<file path="src/hw/rtl/tlmt_pkg.sv">
`timescale 1ns / 1ps
package tlmt_pkg;

    localparam int NODE_DEPTH     = 4096;
    localparam int NODE_AW        = $clog2(NODE_DEPTH);
    localparam int EDGE_DEPTH     = 8192;
    localparam int EDGE_AW        = $clog2(EDGE_DEPTH);
    localparam int EDGE_CW        = $clog2(EDGE_DEPTH + 1);
    localparam int TERM_DEPTH     = 4096;
    localparam int TERM_AW        = $clog2(TERM_DEPTH);
    localparam int BLIST_DEPTH    = 8192;
    localparam int BLIST_AW       = $clog2(BLIST_DEPTH);
    localparam int BAG_DEPTH      = 4096;
    localparam int BAG_AW         = $clog2(BAG_DEPTH);
    localparam int LETTER_DEPTH   = 16384;
    localparam int LETTER_AW      = $clog2(LETTER_DEPTH);
    localparam int MATCH_WINDOW   = 12;
    localparam int WIN_AW         = $clog2(MATCH_WINDOW);
    localparam int FILL_W         = $clog2(MATCH_WINDOW + 1);
    localparam int LPP            = 4;
    localparam int LPP_W          = $clog2(LPP + 1);
    localparam int LETTER_W       = 5;
    localparam int IDS_W          = LPP * LETTER_W;
    localparam int CP_W           = 21;

    localparam logic [15:0] NO_TERMINAL = 16'hFFFF;

    localparam logic [2:0] CMD_NODE     = 3'd0;
    localparam logic [2:0] CMD_EDGE     = 3'd1;
    localparam logic [2:0] CMD_TERMINAL = 3'd2;
    localparam logic [2:0] CMD_BLIST    = 3'd3;
    localparam logic [2:0] CMD_BAG      = 3'd4;
    localparam logic [2:0] CMD_LETTER   = 3'd5;
    localparam logic [2:0] CMD_TEXT     = 3'd6;

    typedef struct packed {
        logic [CP_W-1:0] codepoint;
        logic [15:0]     entry_link;
        logic [15:0]     entry_count;
        logic [15:0]     entry_offset;
        logic [15:0]     table_index;
        logic [2:0]      command;
    } tlmt_in_t;

    typedef struct packed {
        logic [IDS_W-1:0] letter_ids;
        logic [3:0]       match_length;
        logic [3:0]       match_offset;
        logic [2:0]       letter_count;
    } tlmt_out_t;

    typedef struct packed {
        logic     en;
        tlmt_in_t word;
    } tlmt_wr_t;

    typedef struct packed {
        logic [NODE_AW-1:0]   node;
        logic [EDGE_AW-1:0]   edge_a;
        logic [TERM_AW-1:0]   term;
        logic [BLIST_AW-1:0]  blist;
        logic [BAG_AW-1:0]    bag;
        logic [LETTER_AW-1:0] letter;
    } tlmt_rd_addr_t;

    typedef struct packed {
        logic [15:0]          node_off;
        logic [15:0]          node_cnt;
        logic [15:0]          node_term;
        logic [CP_W-1:0]      edge_key;
        logic [15:0]          edge_child;
        logic [15:0]          term_off;
        logic [15:0]          term_cnt;
        logic [15:0]          blist;
        logic [15:0]          bag_off;
        logic [15:0]          bag_cnt;
        logic [LETTER_W-1:0]  letter;
    } tlmt_rd_data_t;

endpackage

</file>
<file path="src/hw/rtl/tlmt_seq.sv">
`timescale 1ns / 1ps
module tlmt_seq
    import tlmt_pkg::*;
(
    input  logic          clk,
    input  logic          rst_n,
    input  logic          s_tvalid,
    output logic          s_tready,
    input  logic [87:0]   s_tdata,
    input  logic          s_tlast,
    output logic          m_tvalid,
    input  logic          m_tready,
    output logic [31:0]   m_tdata,
    output logic          m_tlast,
    output logic [1:0]    m_tuser,
    output tlmt_wr_t      wr,
    output tlmt_rd_addr_t rd_addr,
    input  tlmt_rd_data_t rd_data
);

    localparam logic [3:0] ST_IDLE   = 4'd0;
    localparam logic [3:0] ST_START  = 4'd1;
    localparam logic [3:0] ST_N_RD   = 4'd2;
    localparam logic [3:0] ST_N_USE  = 4'd3;
    localparam logic [3:0] ST_SEARCH = 4'd4;
    localparam logic [3:0] ST_E_MID  = 4'd5;
    localparam logic [3:0] ST_E_END  = 4'd6;
    localparam logic [3:0] ST_EVAL   = 4'd7;
    localparam logic [3:0] ST_T_USE  = 4'd8;
    localparam logic [3:0] ST_L_LIST = 4'd9;
    localparam logic [3:0] ST_L_BI   = 4'd10;
    localparam logic [3:0] ST_L_BAG  = 4'd11;
    localparam logic [3:0] ST_L_LET  = 4'd12;
    localparam logic [3:0] ST_L_LW   = 4'd13;
    localparam logic [3:0] ST_EMIT   = 4'd14;
    localparam logic [3:0] ST_SHIFT  = 4'd15;

    tlmt_in_t in_word;
    assign in_word = tlmt_in_t'(s_tdata);

    logic [3:0]          state_reg, state_next;
    logic [CP_W-1:0]     win_reg [0:MATCH_WINDOW-1];
    logic [CP_W-1:0]     win_next [0:MATCH_WINDOW-1];
    logic [FILL_W-1:0]   fill_reg, fill_next;
    logic                eos_reg, eos_next;
    logic [NODE_AW-1:0]  node_reg, node_next;
    logic [FILL_W-1:0]   p_reg, p_next;
    logic                found_reg, found_next;
    logic [TERM_AW-1:0]  best_reg, best_next;
    logic [FILL_W-1:0]   mlen_reg, mlen_next;
    logic [EDGE_CW-1:0]  lo_reg, lo_next, hi_reg, hi_next, last_reg, last_next;
    logic [FILL_W-1:0]   i_reg, i_next;
    logic [LPP_W-1:0]    j_reg, j_next;
    logic [LPP_W-1:0]    bcnt_reg, bcnt_next;
    logic [15:0]         boff_reg, boff_next;
    logic [15:0]         toff_reg, toff_next;
    logic [IDS_W-1:0]    ids_reg, ids_next;
    logic                mis_reg, mis_next;
    logic                inr_reg, inr_next;

    logic                out_valid_reg, out_valid_next;
    tlmt_out_t           out_reg, out_next;
    logic                out_last_reg, out_last_next;
    logic [1:0]          out_user_reg, out_user_next;

    logic [EDGE_CW-1:0]  mid;
    logic [16:0]         span_end;
    logic [EDGE_CW-1:0]  hi_new, lo_new;
    logic [CP_W-1:0]     cp;
    logic [16:0]         li, la;
    logic [15:0]         bi;
    logic                out_free, accept;
    logic [FILL_W-1:0]   i_inc;

    assign s_tready = (state_reg == ST_IDLE);
    assign accept   = s_tvalid && s_tready;
    assign m_tvalid = out_valid_reg;
    assign m_tdata  = {1'b0, out_reg};
    assign m_tlast  = out_last_reg;
    assign m_tuser  = out_user_reg;

    assign wr.en   = accept;
    assign wr.word = in_word;

    assign mid      = lo_reg + ((hi_reg - lo_reg) >> 1);
    assign cp       = win_reg[p_reg[WIN_AW-1:0]];
    assign span_end = 17'(rd_data.node_off) + 17'(rd_data.node_cnt);
    assign hi_new   = (span_end > 17'(EDGE_DEPTH)) ? EDGE_CW'(EDGE_DEPTH)
                                                   : span_end[EDGE_CW-1:0];
    assign lo_new   = (17'(rd_data.node_off) > 17'(hi_new)) ? hi_new
                                                             : rd_data.node_off[EDGE_CW-1:0];
    assign li       = 17'(toff_reg) + 17'(i_reg);
    assign la       = 17'(boff_reg) + 17'(j_reg);
    assign bi       = inr_reg ? rd_data.blist : 16'd0;
    assign out_free = !out_valid_reg || m_tready;
    assign i_inc    = i_reg + 1'b1;

    always_comb
    begin
        rd_addr.node   = node_reg;
        rd_addr.edge_a = (state_reg == ST_SEARCH && lo_reg < hi_reg) ? mid[EDGE_AW-1:0]
                                                                     : lo_reg[EDGE_AW-1:0];
        rd_addr.term   = best_reg;
        rd_addr.blist  = li[BLIST_AW-1:0];
        rd_addr.bag    = bi[BAG_AW-1:0];
        rd_addr.letter = la[LETTER_AW-1:0];
    end

    always_comb
    begin
        state_next     = state_reg;
        win_next       = win_reg;
        fill_next      = fill_reg;
        eos_next       = eos_reg;
        node_next      = node_reg;
        p_next         = p_reg;
        found_next     = found_reg;
        best_next      = best_reg;
        mlen_next      = mlen_reg;
        lo_next        = lo_reg;
        hi_next        = hi_reg;
        last_next      = last_reg;
        i_next         = i_reg;
        j_next         = j_reg;
        bcnt_next      = bcnt_reg;
        boff_next      = boff_reg;
        toff_next      = toff_reg;
        ids_next       = ids_reg;
        mis_next       = mis_reg;
        inr_next       = inr_reg;
        out_valid_next = out_valid_reg && !m_tready;
        out_next       = out_reg;
        out_last_next  = out_last_reg;
        out_user_next  = out_user_reg;

        case (state_reg)
            ST_IDLE:
            begin
                if (accept && in_word.command == CMD_TEXT)
                begin
                    if (fill_reg < FILL_W'(MATCH_WINDOW))
                    begin
                        win_next[fill_reg[WIN_AW-1:0]] = in_word.codepoint;
                        fill_next = fill_reg + 1'b1;
                    end
                    eos_next = s_tlast;
                    if (s_tlast || fill_reg >= FILL_W'(MATCH_WINDOW - 1))
                    begin
                        state_next = ST_START;
                    end
                end
            end
            ST_START:
            begin
                node_next  = '0;
                p_next     = '0;
                found_next = 1'b0;
                mlen_next  = '0;
                mis_next   = 1'b0;
                state_next = ST_N_RD;
            end
            ST_N_RD:
            begin
                state_next = ST_N_USE;
            end
            ST_N_USE:
            begin
                if (p_reg != '0 && rd_data.node_term != NO_TERMINAL
                    && 32'(rd_data.node_term) < TERM_DEPTH)
                begin
                    best_next  = rd_data.node_term[TERM_AW-1:0];
                    mlen_next  = p_reg;
                    found_next = 1'b1;
                end
                lo_next   = lo_new;
                hi_next   = hi_new;
                last_next = hi_new;
                state_next = (p_reg < fill_reg) ? ST_SEARCH : ST_EVAL;
            end
            ST_SEARCH:
            begin
                if (lo_reg < hi_reg)
                begin
                    state_next = ST_E_MID;
                end
                else if (lo_reg < last_reg)
                begin
                    state_next = ST_E_END;
                end
                else
                begin
                    state_next = ST_EVAL;
                end
            end
            ST_E_MID:
            begin
                if (rd_data.edge_key < cp)
                begin
                    lo_next = mid + 1'b1;
                end
                else
                begin
                    hi_next = mid;
                end
                state_next = ST_SEARCH;
            end
            ST_E_END:
            begin
                if (rd_data.edge_key == cp && 32'(rd_data.edge_child) < NODE_DEPTH)
                begin
                    node_next  = rd_data.edge_child[NODE_AW-1:0];
                    p_next     = p_reg + 1'b1;
                    state_next = ST_N_RD;
                end
                else
                begin
                    state_next = ST_EVAL;
                end
            end
            ST_EVAL:
            begin
                i_next = '0;
                if (!found_reg)
                begin
                    mlen_next  = FILL_W'(1);
                    ids_next   = '0;
                    bcnt_next  = '0;
                    state_next = ST_EMIT;
                end
                else
                begin
                    state_next = ST_T_USE;
                end
            end
            ST_T_USE:
            begin
                toff_next = rd_data.term_off;
                if (rd_data.term_cnt != 16'(mlen_reg))
                begin
                    mis_next   = 1'b1;
                    ids_next   = '0;
                    bcnt_next  = '0;
                    state_next = ST_EMIT;
                end
                else
                begin
                    state_next = ST_L_LIST;
                end
            end
            ST_L_LIST:
            begin
                inr_next   = li < 17'(BLIST_DEPTH);
                state_next = ST_L_BI;
            end
            ST_L_BI:
            begin
                ids_next = '0;
                j_next   = '0;
                if (32'(bi) < BAG_DEPTH)
                begin
                    state_next = ST_L_BAG;
                end
                else
                begin
                    boff_next  = '0;
                    bcnt_next  = '0;
                    state_next = ST_L_LET;
                end
            end
            ST_L_BAG:
            begin
                boff_next  = rd_data.bag_off;
                bcnt_next  = (rd_data.bag_cnt > 16'(LPP)) ? LPP_W'(LPP)
                                                          : rd_data.bag_cnt[LPP_W-1:0];
                state_next = ST_L_LET;
            end
            ST_L_LET:
            begin
                if (j_reg < bcnt_reg)
                begin
                    if (la < 17'(LETTER_DEPTH))
                    begin
                        state_next = ST_L_LW;
                    end
                    else
                    begin
                        j_next = j_reg + 1'b1;
                    end
                end
                else
                begin
                    state_next = ST_EMIT;
                end
            end
            ST_L_LW:
            begin
                ids_next[j_reg[LPP_W-2:0]*LETTER_W +: LETTER_W] = rd_data.letter;
                j_next     = j_reg + 1'b1;
                state_next = ST_L_LET;
            end
            ST_EMIT:
            begin
                if (out_free)
                begin
                    out_valid_next         = 1'b1;
                    out_next.letter_count  = bcnt_reg;
                    out_next.match_offset  = found_reg ? i_reg : 4'd0;
                    out_next.match_length  = found_reg ? mlen_reg : 4'd0;
                    out_next.letter_ids    = ids_reg;
                    out_user_next[0]       = mis_reg;
                    out_user_next[1]       = eos_reg && (i_inc == fill_reg);
                    out_last_next          = (i_inc == mlen_reg)
                                             && (!eos_reg || mlen_reg == fill_reg);
                    i_next = i_inc;
                    if (i_inc == mlen_reg)
                    begin
                        state_next = ST_SHIFT;
                    end
                    else if (mis_reg)
                    begin
                        state_next = ST_EMIT;
                    end
                    else
                    begin
                        state_next = ST_L_LIST;
                    end
                end
            end
            ST_SHIFT:
            begin
                for (int k = 0; k < MATCH_WINDOW - 1; k++)
                begin
                    win_next[k] = win_reg[k + 1];
                end
                fill_next = fill_reg - 1'b1;
                mlen_next = mlen_reg - 1'b1;
                if (mlen_reg == FILL_W'(1))
                begin
                    state_next = (eos_reg && fill_reg != FILL_W'(1)) ? ST_START : ST_IDLE;
                end
            end
            default:
            begin
                state_next = ST_IDLE;
            end
        endcase
    end

    always_ff @(posedge clk or negedge rst_n)
    begin
        if (!rst_n)
        begin
            state_reg     <= ST_IDLE;
            fill_reg      <= '0;
            out_valid_reg <= 1'b0;
        end
        else
        begin
            state_reg     <= state_next;
            fill_reg      <= fill_next;
            out_valid_reg <= out_valid_next;
        end
    end

    always_ff @(posedge clk)
    begin
        win_reg      <= win_next;
        eos_reg      <= eos_next;
        node_reg     <= node_next;
        p_reg        <= p_next;
        found_reg    <= found_next;
        best_reg     <= best_next;
        mlen_reg     <= mlen_next;
        lo_reg       <= lo_next;
        hi_reg       <= hi_next;
        last_reg     <= last_next;
        i_reg        <= i_next;
        j_reg        <= j_next;
        bcnt_reg     <= bcnt_next;
        boff_reg     <= boff_next;
        toff_reg     <= toff_next;
        ids_reg      <= ids_next;
        mis_reg      <= mis_next;
        inr_reg      <= inr_next;
        out_reg      <= out_next;
        out_last_reg <= out_last_next;
        out_user_reg <= out_user_next;
    end

endmodule

</file>
<file path="config.mk">
export PLATFORM = sky130hd
export DESIGN_NAME = tlmt_seq
export DESIGN_NICKNAME = d
export VERILOG_FILES = /design/src/hw/rtl/tlmt_pkg.sv /design/src/hw/rtl/tlmt_seq.sv
export SDC_FILE = /design/constraint.sdc
export NUM_CORES = 1
export LEC_CHECK = 0
export BUFFER_PORTS_ARGS = -buffer_cell sky130_fd_sc_hd__buf_2
export CORE_MARGIN = 2
export CORE_UTILIZATION = 45
export DETAILED_ROUTE_END_ITERATION = 8
export GPL_TIMING_DRIVEN = 0
export PLACE_DENSITY = 0.67
export SYNTH_ARGS = -nofsm -noshare
export SYNTH_HDL_FRONTEND = slang
export SYNTH_SLANG_ARGS = --single-unit
</file>
<file path="constraint.sdc">
create_clock -name clk -period 9.4 [get_ports clk]
set_input_delay 1.88 -clock clk [delete_from_list [all_inputs] [get_ports clk]]
set_output_delay 1.88 -clock clk [all_outputs]
set_load 0.02 [all_outputs]
</file>
==> qor.csv <==
metric,value,unit
outcome,"complete, no violations",
start_util,45.6,%
hold_viol,0,
ir_worst_vdd,157,uV
finalMaxSlewViolations,0,
pwr-share-clk,24.9,%
synth_ff_type,edfxtp_1,
period_minus_slack,7.12,ns
setup_viol,0,
antenna_found_initial,5,
num_rows,86,
cts-root-buf,clkbuf_16,
maxCapViolCount,0,
grt_first_pass_wirelength,110000,um
r2r-start,p_reg[0],
netlist_area,0.0252,mm2
largest_register_ffs,252,
r2r_end,lo_reg[2],
grtUsageTotal,25.2,%
die_x,241,um
tritoncts,done,
clk_pin_slew,0.06,ns
htree_levels,2,
firstDrtPassIters,8,
postCtsSetupRepairBufs,0,
syn_inst,2076,
portBuffers,399,
clk_latency,0.61,ns
clock_skew,0.0262,ns
grt_pass1_vias,18534,
combPwrFrac,35.2,%
fp.dieH,241,um
fillers,4757,
critPathMaxFanout,10,
synth_cell_types,81,
detail_route.wl_per_cell,22.8,um
via_count,19322,
setup_ws,2.28,ns
hpwl,60000,um
drc,0,
synth-edff-count,426,
worstSetupStartpointType,primary input,
hold_path.class,flip-flop to flip-flop,
timing.final.crit_share,75.7,%
ant_nets,0,
final_cell_mix,"edfxtp_1 (426), buf_2 (402), a22o_1 (236)",
ys_ff_latch,435,
cts_hold_buf,0,
pwr-share-seq,39.9,%
netSwitchingPower,2600,uW
dp_slack,1.87,ns
drt_iter0_drc,1872,
worstSetupEndpointType,flip-flop,
fin_setup_tns,0,ns
nNetsFinal,2926,
worst_pin_slew,1.17,ns
power.leakage,0.0119,uW
synth-async-reset-ratio,2.07,%
place_congestion,0.914,
ys_seq_area_share,51.6,%
avgSynthCellArea,12.2,um2
ys.warnings.count,0,
final_common_cell,edfxtp_1,
whs_path_depth,0,
io_pins,465,
cts_buffers,48,
cts.sinks,435,
cellPowerDensity,240,mW/mm2
final_layout_size_suffix_gt1_share,26.8,%
required,9.71,ns
rsz0062_at_grt,false,
reg2reg_depth,17,
cp_data_arrival_time,7.43,ns
grt_max_degree,35,
critPathCapture,lo_reg[13],
dieArea,0.0580,mm2
vias_per_cell,5.81,
crit_type,primary input to flip-flop,
cp-startpoint,rd_data[154],
synth_nets,2463,
rrSetupSlack,3.20,ns
grt_overflow,0,
switching_share,36.1,%
ctsResizeCount,0,
slew_headroom,21.0,%
p_int,4600,uW
fmax,140,MHz
routed_wl,75800,um
core,0.0553,mm2
area_growth,18.7,%
clockBufferDepth,3,
## per-layer routing
metal,wire length [um],track usage [%],up-vias
li1,-,-,8800
met1,30900,33.7,9447
met2,35400,40.6,942
met3,6880,5.41,133
met4,2650,9.00,0
met5,0,0,-
## worst min-delay path by stage
| stage | to | startpoint | slack, ns |
|---|---|---|---|
| after floorplan | m_tdata[11] | ids_reg[0] | 0.42 |
| after global placement | m_tdata[27] | ids_reg[16] | 0.43 |
| after detailed placement | m_tdata[26] | ids_reg[15] | 0.43 |
| after CTS | m_tdata[27] | ids_reg[16] | 0.44 |
| after global routing | m_tdata[26] | ids_reg[15] | 0.46 |
| final | m_tdata[26] | ids_reg[15] | 0.45 |
## power by group through the flow
stage | logic (uW) | clock network [uW] | registers [uW]
after CTS | 2520 | 1820 | 2860
after detailed placement | 2500 | 0 | 2900
after floorplan | 1660 | 0 | 2880
final | 2540 | 1790 | 2870
after global placement | 2360 | 0 | 2900
after global routing | 2760 | 1880 | 2910
## critical path, stage by stage
cell,delay (ns)
buf_2,0.12
ha_1,0.18
inv_1,0.06
fa_1,0.40
nor2b_1,0.21
o31ai_1,0.17
a21o_2,0.25
a211oi_2,0.36
and4_1,0.31
nand4_4,0.16
nand2_1,0.18
buf_4,0.20
nand3_1,0.20
ha_1,0.38
nand4_1,0.19
nor3_1,0.22
nand4_1,0.22
o22ai_1,0.57
inv_1,0.17
mux2_2,0.30
a221oi_1,0.59
a21oi_1,0.08
## metrics by stage
| step | power (uW) | hold WS (ns) | area [um2] | cells | utilization (%) |
|---|---|---|---|---|---|
| final | 7200 | 0.446 | 30000 | 3324 | 54.2 |
| after global routing | 7550 | 0.456 | 29900 | 3322 | 54.1 |
| after CTS | 7200 | 0.444 | 29900 | 3320 | 54.1 |
| after detailed placement | 5400 | 0.429 | 28500 | 3237 | 51.5 |
| after global placement | 5260 | 0.430 | 28200 | 3223 | 50.9 |
| after floorplan | 4540 | 0.418 | 25200 | 2076 | - |
## logic make-up after synthesis
family / Yosys count / share of synthesized area [%]
adder cells (fa/ha/maj): 124 / 6.29
AND/OR/NAND/NOR: 494 / 10.3
other: 1 / 0.0149
AO/OA/AOI/OAI: 533 / 15.9
buffers and inverters: 309 / 6.01
XOR/XNOR: 83 / 2.88
flip-flops: 435 / 51.6
multiplexers: 97 / 7.06
## Yosys cell counts (4+ instances only)
cell	instances	area share, %
a211oi_1	7	0.21
buf_4	92	2.7
a311o_1	6	0.24
a211o_1	4	0.14
o21ai_0	56	1.1
inv_1	86	1.3
a31o_1	4	0.14
ha_1	119	5.9
o22ai_1	5	0.12
buf_1	9	0.13
nand2_1	80	1.2
nand4_1	23	0.57
o21a_1	17	0.51
clkbuf_1	117	1.7
xor2_1	31	1.1
a21boi_0	5	0.15
or3_1	7	0.17
nand3_1	40	0.79
nor2_1	121	1.8
a21o_1	27	0.80
mux2i_1	24	0.95
nor3_1	26	0.52
or4_1	6	0.18
o211ai_1	5	0.15
fa_1	5	0.40
mux2_2	9	0.40
edfxtp_1	426	51
and4_1	4	0.14
nand2b_1	25	0.62
a2111oi_0	5	0.17
nor4_1	15	0.37
a21oi_1	106	2.1
o31a_1	5	0.17
and3_1	31	0.77
dfrtp_1	9	0.89
and2_1	50	1.2
o31ai_1	6	0.18
a22o_1	236	8.2
o21bai_1	6	0.18
mux4_2	63	5.6
xnor2_1	52	1.8
nor2b_1	43	1.1
## final cells by class
class / count / area (um2) / share of cell area (%)
plain buffers: 222 / 1190 / 3.97
repair buffers: 413 / 2200 / 7.34
multi-input cells: 1332 / 10800 / 36.1
clock inverters: 23 / 184 / 0.614
well taps: 748 / 936 / 3.12
clock buffers: 60 / 1290 / 4.30
diodes: 4 / 10.0 / 0.0334
flip-flops and latches: 435 / 13000 / 43.5
inverters: 87 / 327 / 1.09
Note: power is estimated with default switching activity, not from simulation.
